==> config.mk <==
export PLATFORM = sky130hd
export DESIGN_NAME = stc_cookie_unit
export DESIGN_NICKNAME = d
export VERILOG_FILES = /design/src/rtl/assert_macros.svh /design/src/rtl/stc_pkg.sv /design/src/rtl/stc_cookie_unit.sv
export SDC_FILE = /design/constraint.sdc
export NUM_CORES = 1
export LEC_CHECK = 0
export ABC_AREA = 1
export ABC_CLOCK_PERIOD_IN_PS = 6850
export CAP_MARGIN = 40
export CORE_AREA = 2 2 152 154
export DETAILED_ROUTE_END_ITERATION = 12
export DIE_AREA = 0 0 154 156
export DONT_BUFFER_PORTS = 1
export PLACE_DENSITY_LB_ADDON = 0.3
export SLEW_MARGIN = 10
export SYNTH_ARGS = -nofsm -noshare
export SYNTH_HDL_FRONTEND = slang
export SYNTH_SLANG_ARGS = --single-unit
==> constraint.sdc <==
create_clock -name vclk -period 6.85
set_input_delay 0.685 -clock vclk [all_inputs]
set_output_delay 0.685 -clock vclk [all_outputs]
set_load 0.03 [all_outputs]
==> src/rtl/assert_macros.svh <==
// assertion macros used by the session table rtl
// each macro expects clk and rst_n in the scope where it is used
`ifndef ASSERT_MACROS_SVH
`define ASSERT_MACROS_SVH

// condition implies a consequence in the same cycle
`define ASSERT_IMPLIES(label, cond, cons) \
    label: assert property (@(posedge clk) disable iff (!rst_n) (cond) |-> (cons)) \
        else $error("assertion failed");

// condition implies a consequence in the next cycle
`define ASSERT_NEXT(label, cond, cons) \
    label: assert property (@(posedge clk) disable iff (!rst_n) (cond) |=> (cons)) \
        else $error("assertion failed");

`endif

==> src/rtl/stc_pkg.sv <==
// types, sizes and codes of the session table
// no dependencies
package stc_pkg;

    localparam int SESSIONS            = 16;
    localparam int COOKIES_PER_SESSION = 4;
    localparam int IDX_W = $clog2(SESSIONS);
    localparam int N_W   = $clog2(SESSIONS + 1);
    localparam int CNT_W = $clog2(COOKIES_PER_SESSION + 1);
    localparam int SLOT_W = (COOKIES_PER_SESSION > 1) ? $clog2(COOKIES_PER_SESSION) : 1;

    localparam logic [15:0] ETH_IPV4     = 16'h0800;
    localparam logic [7:0]  PROTO_TCP    = 8'd6;
    localparam logic [7:0]  PROTO_UDP    = 8'd17;
    localparam logic [8:0]  PROTO_ABSENT = 9'h100;
    localparam logic [31:0] IP_ABSENT    = 32'hFFFF_FFFF;
    localparam logic [16:0] PORT_ABSENT  = 17'h1_0000;

    localparam logic       OP_PACKET = 1'b0;
    localparam logic       OP_REMOVE = 1'b1;
    localparam logic [1:0] REASON_IDLE   = 2'd0;
    localparam logic [1:0] REASON_HARD   = 2'd1;
    localparam logic [1:0] REASON_DELETE = 2'd2;
    localparam logic [1:0] REASON_GROUP  = 2'd3;

    localparam logic [2:0] V_REVERSE = 3'd0;
    localparam logic [2:0] V_SAME    = 3'd1;
    localparam logic [2:0] V_NEW     = 3'd2;
    localparam logic [2:0] V_FORBID  = 3'd3;
    localparam logic [2:0] V_REMOVED = 3'd4;
    localparam logic [2:0] V_IGNORED = 3'd5;

    typedef struct packed {
        logic        op;
        logic [47:0] src_mac;
        logic [47:0] dst_mac;
        logic [15:0] frame_type;
        logic [7:0]  l3_proto;
        logic [31:0] src_ip;
        logic [31:0] dst_ip;
        logic [15:0] src_port;
        logic [15:0] dst_port;
        logic [63:0] flow_cookie;
        logic        policy_allows;
        logic [1:0]  remove_reason;
    } in_item_t;

    typedef struct packed {
        logic [2:0]  verdict;
        logic [63:0] matched_cookie;
        logic        table_full;
        logic        cookie_dropped;
    } out_item_t;

    typedef struct packed {
        logic [47:0] src_mac;
        logic [47:0] dst_mac;
        logic [15:0] frame_type;
        logic [8:0]  proto;
        logic [31:0] src_ip;
        logic [31:0] dst_ip;
        logic [16:0] src_port;
        logic [16:0] dst_port;
    } key_t;

    typedef logic [COOKIES_PER_SESSION-1:0][63:0] cookie_row_t;

    typedef enum logic [2:0] {
        S_IDLE,
        S_SCAN_A,
        S_SCAN_B,
        S_HIT_A,
        S_HIT_B,
        S_NEW,
        S_SHIFT_A,
        S_SHIFT_B
    } state_t;

endpackage

==> src/rtl/stc_cookie_unit.sv <==
// cookie set unit: membership test and smallest cookie of one entry row
// depends on stc_pkg
module stc_cookie_unit (
    input  stc_pkg::cookie_row_t        row,
    input  logic [stc_pkg::CNT_W-1:0]   count,
    input  logic [63:0]                 cookie,
    output logic                        holds,
    output logic [63:0]                 smallest
);
    import stc_pkg::*;

    // membership over the filled slots
    always_comb
    begin
        holds = 1'b0;
        for (int k = 0; k < COOKIES_PER_SESSION; k++)
        begin
            if ((CNT_W'(k) < count) && (row[k] == cookie))
                holds = 1'b1;
        end
    end

    // minimum over the filled slots, slot zero always taken
    always_comb
    begin
        smallest = row[0];
        for (int k = 1; k < COOKIES_PER_SESSION; k++)
        begin
            if ((CNT_W'(k) < count) && (row[k] < smallest))
                smallest = row[k];
        end
    end

endmodule

==> results of run 1 <==
-- layout by cell type (no fill, tap or decap), drive strengths merged, types with 2 or more instances in the layout --
master	count
xnor2	69
nand3	97
nor4b	3
buf	287
a22oi	2
a21oi	81
o21a	3
xor2	34
o221ai	7
ha	188
o21ai	173
a22o	15
a211oi	18
clkbuf	17
nand4	41
nor4	35
a221o	5
inv	219
o211ai	3
nor2	54
a2111oi	5
nand2	497
or2	16
o2111a	3
o22ai	35
or4	4
a221oi	18
o221a	3
nor3	10
-- cell usage after synthesis (4+ instances only) --
library cell / number / area, um2
a2111oi_0: 5 / 43.8
a211oi_1: 18 / 135
a21oi_1: 81 / 405
a221o_1: 5 / 50.1
a221oi_1: 18 / 158
a22o_1: 15 / 131
buf_12: 6 / 120
buf_2: 12 / 60.1
clkbuf_1: 33 / 124
ha_1: 188 / 2350
inv_1: 215 / 807
inv_2: 5 / 18.8
nand2_1: 482 / 1810
nand2_2: 7 / 43.8
nand3_1: 35 / 175
nand3_2: 62 / 621
nand4_1: 41 / 257
nor2_1: 52 / 195
nor3_1: 10 / 50.1
nor4_1: 35 / 219
o21ai_0: 168 / 841
o21ai_1: 5 / 25.0
o221ai_1: 7 / 61.3
o22ai_1: 35 / 219
or2_2: 15 / 93.8
or4_1: 4 / 30.0
xnor2_1: 69 / 604
xor2_1: 34 / 298
-- timing repair --
action                                  CTS  global route
pin swaps                                10            51
cloned                                    4            21
buffers inserted                          2            29
gates resized for setup                 129           236
endpoints found under the setup margin   64            64
hold endpoints to repair                  0             0
-- area by class of cell --
| type | instances | area, um2 | share of cell area (%) |
|---|---|---|---|
| Inverter | 220 | 838 | 5.68 |
| Tap cell | 285 | 357 | 2.42 |
| Timing Repair Buffer | 304 | 2970 | 20.1 |
| Multi-Input combinational cell | 1428 | 10600 | 71.8 |
-- final timing paths --
| path | startpoint | endpoint | slack (ns) | depth (start not counted) |
|---|---|---|---|---|
| max | row[62] | smallest[1] | -0.38 | 41 |
| min | row[248] | smallest[56] | 1.51 | 2 |
-- kinds of logic after synthesis --
| group | share of synthesized area [%] |
|---|---|
| fa+ha+maj | 22.9 |
| xor+xnor | 8.79 |
| compound gates | 21.8 |
| buf+inv | 11.2 |
| simple gates | 35.3 |
-- report_power, final --
group	internal, mW	switching [mW]
Clock	0	0
Combinational	0.940	1.30
Sequential	0	0
-- metal layers --
| metal | track usage, % | vias to the layer above | part of all wire, % |
|---|---|---|---|
| met5 | 0 | - | 0.023 |
| met4 | 23.3 | 2 | 7.9 |
| met3 | 12.1 | 335 | 14 |
| met2 | 74.5 | 1350 | 42 |
| met1 | 60.6 | 6700 | 36 |
| li1 | - | 6393 | - |
-- stage by stage --
step	hold WS, ns	util, %	TNS (ns)	power (mW)	instance area (um2)
3_5_place_dp	1.54	56.0	-61.91	1.69	12500
2_1_floorplan	1.54	-	0	1.09	10400
5_1_grt	1.51	66.0	-35.39	2.36	14800
4_1_cts	1.52	58.5	-12.37	1.81	13100
6_report	1.51	66.0	-21.18	2.24	14800
3_3_place_gp	1.54	56.0	-61.59	1.66	12500
==> flow_summary.toml, run 1 <==
[timing]
fin_crit_ns = 7.23
tightest_slew_ns = 0.794
grt_setup_unrepaired = "true"
maxSlewViolCount = 0
slew_headroom_pct = 46.6
setup_viol = 64
fmax_ghz = 0.138
worst_slack_ns = -0.377
timing.final.crit_share_pct = 106
final_hold_viol_count = 0

[global_routing]
grt_first_pass_wirelength_mm = 84.2
antenna_found_initial = 1
grt_max_degree = 34
grt_pass1_vias = 13200
grt_util_all_layers_pct = 47.5
gr-total-overflow = 0

[yosys]
syn_nets = 2207
syn_inst = 1696
synth_area_um2 = 10300
yosys_warnings = 0
ys_seq_area_share_pct = 0
syn-mean-instance-area_um2 = 6.05
yosysUniqueCellTypes = 48

[setup_path]
required_ns = 6.16
critical_path_class = "in -> out"
worstPathMaxFanout = 8
cp_common_cell = "nand2_2"
worst_ep_arrival_time_ns = 6.54
cp_num_buf_inv = 10
crit_family = "simple AND/OR/NAND/NOR gates"
slowest_delay_ns = 0.52
start_kind = "primary input"
cp_slowest_cell = "or4_4"
endpoint_kind = "primary output"

[route]
drt_pass1_iterations = 9
drt_wl_total_mm = 64.9
ant_nets = 0
drc = 0
vias_per_cell = 6.61
avgRoutedWirePerCell_um = 29.0
vias = 14800
drt-initial-drc-count = 2133

[cts]
hold_buffers = 0

[status]
violations = "negative setup slack"
status = "finished, violations left"

[placed_design]
place_hpwl_mm = 52.8
portBuffers = 0
placed_cells = 2182
dp_worst_setup_slack_ns = -1.00
place_congestion = 1.06

[flow_run]
max-cap-violations = 0

[final_layout]
syn2layout_area_growth_pct = 43.9
fillers = 1970
final_cells = 2237
num_antenna_cells = 0
nFlopsAndLatches = 0
nets = 2465
layout-drive-gt1-share_pct = 31.4
clkbuf_count = 0
ff_latch_area_um2 = 0

[die]
initial_core_util_pct = 45.9
num_rows = 55
die_h_um = 156
die_w_um = 154
ios = 388
core_um2 = 22400
die_area_um2 = 24000

[power]
leakage_nw = 7.26
peakVddDrop_v = 0.0000843
power.density_nw_per_um2 = 152

[worst_hold_path]
hold_class = "in -> out"
(Power assumes the default switching activity.)
==> run 2, diff against run 1 <==
--- a/config.mk
+++ b/config.mk
@@ -8,11 +8,14 @@
 export ABC_AREA = 1
 export ABC_CLOCK_PERIOD_IN_PS = 6850
 export CAP_MARGIN = 40
-export CORE_AREA = 2 2 152 154
+export CELL_PAD_IN_SITES_DETAIL_PLACEMENT = 0
+export CELL_PAD_IN_SITES_GLOBAL_PLACEMENT = 1
+export CORE_MARGIN = 2
+export CORE_UTILIZATION = 41
 export DETAILED_ROUTE_END_ITERATION = 12
-export DIE_AREA = 0 0 154 156
 export DONT_BUFFER_PORTS = 1
 export PLACE_DENSITY_LB_ADDON = 0.3
+export RECOVER_POWER = 100
 export SLEW_MARGIN = 10
 export SYNTH_ARGS = -nofsm -noshare
 export SYNTH_HDL_FRONTEND = slang
==> flow_summary.toml, run 2 (same netlist as run 1, synthesis figures left out) <==
[timing]
worst_slack_ns = -0.432
tightest_slew_ns = 0.654
fin_tns_setup_ns = -24.64
final_hold_viol_count = 0
fmax_ghz = 0.137
setup_viol = 64
timing.final.crit_share_pct = 106
fin_crit_ns = 7.28
grt_setup_unrepaired = "true"
slew_headroom_pct = 56.4
maxSlewViolCount = 0

[placed_design]
placed_cells = 2231
place_congestion = 1.02
portBuffers = 0
place_hpwl_mm = 54.2

[global_routing]
antenna_found_initial = 0
grt_pass1_vias = 13900
grt_max_degree = 31
grt_util_all_layers_pct = 47.0
gr-total-overflow = 0
grt_first_pass_wirelength_mm = 90.5

[route]
drt-initial-drc-count = 1973
vias_per_cell = 6.40
ant_nets = 0
drt_pass1_iterations = 8
drt_wl_total_mm = 67.7
vias = 14600
avgRoutedWirePerCell_um = 29.6
drc = 0

[setup_path]
required_ns = 6.16
worstPathMaxFanout = 8
slowest_delay_ns = 0.54
cp_num_buf_inv = 8
worst_ep_arrival_time_ns = 6.60
critical_path_class = "in -> out"
crit_family = "simple AND/OR/NAND/NOR gates"
cp_slowest_cell = "or4_4"
endpoint_kind = "primary output"
start_kind = "primary input"

[final_layout]
clkbuf_count = 0
nFlopsAndLatches = 0
final_cells = 2286
final_common_cell = "nand2_1"
nets = 2475
num_antenna_cells = 0
ff_latch_area_um2 = 0
mostFrequentLayoutCells = "nand2_1 (348), buf_4 (256), inv_1 (199)"
syn2layout_area_growth_pct = 51.7
fin_util_pct = 63.6
layout-drive-gt1-share_pct = 37.2

[flow_run]
max-cap-violations = 0

[power]
power.density_nw_per_um2 = 153
leakage_nw = 7.33
peakVddDrop_v = 0.000120
finalPower_mw = 2.38

[status]
status = "finished, violations left"
violations = "negative setup slack"

[die]
die_w_um = 162
die_area_um2 = 26300
core_um2 = 24500
die_h_um = 162
ios = 388
initial_core_util_pct = 41.9
num_rows = 57

[worst_hold_path]
hold_class = "in -> out"
==> run 2: changes by cell type in the layout (fill, tap and decap cells not counted), sizes merged <==
| cell | previous run | this run |
|---|---|---|
| buf | 287 | 312 |
| clkbuf | 17 | 3 |
| clkinvlp | 0 | 2 |
| nand2 | 497 | 495 |
| bufbuf | 0 | 1 |
| clkinv | 1 | 0 |
| inv | 219 | 218 |
==> run 2: layout make-up <==
| type | instances | area [um2] |
|---|---|---|
| multi-input cells | 1426 | 11300 |
| fillers | 2180 | 8900 |
| well taps | 324 | 405 |
| repair buffers | 316 | 3000 |
| inverters | 220 | 841 |
==> run 2: what timing repair did <==
action | in CTS | in global routing
hold buffers | 0 | 0
gates cloned | 16 | 2
pin swaps | 59 | 105
gates resized for setup | 347 | 213
setup buffers | 25 | 20
endpoints found under the setup margin | 64 | 64
==> run 2: report_power, final <==
group          leakage, nW  internal, mW  switching (mW)
clock network            0             0               0
logic                 7.33          1.00            1.38
registers                0             0               0
==> run 2: metal layers <==
| metal | share of wire (%) | vias up | global-route usage, % |
|---|---|---|---|
| met2 | 43 | 1173 | 75.0 |
| met3 | 13 | 304 | 12.8 |
| met4 | 7.0 | 0 | 21.8 |
| met1 | 37 | 6751 | 58.6 |
| met5 | 0 | - | 0 |
| li1 | - | 6405 | - |
==> run 2: metrics by stage <==
step	cell area (um2)	setup slack [ns]	hold slack, ns
2_1_floorplan	10400	0.0325	1.54
3_3_place_gp	12600	-0.678	1.54
3_5_place_dp	12600	-0.750	1.54
4_1_cts	14400	-0.144	1.51
5_1_grt	15600	-0.601	1.51
6_report	15600	-0.432	1.51
==> run 2: path summary, 6_finish.rpt <==
check                 from            to  slack [ns]  depth (start not counted)
setup / recovery   row[35]  smallest[29]       -0.43                         39
hold / removal    row[208]  smallest[16]        1.51                          2
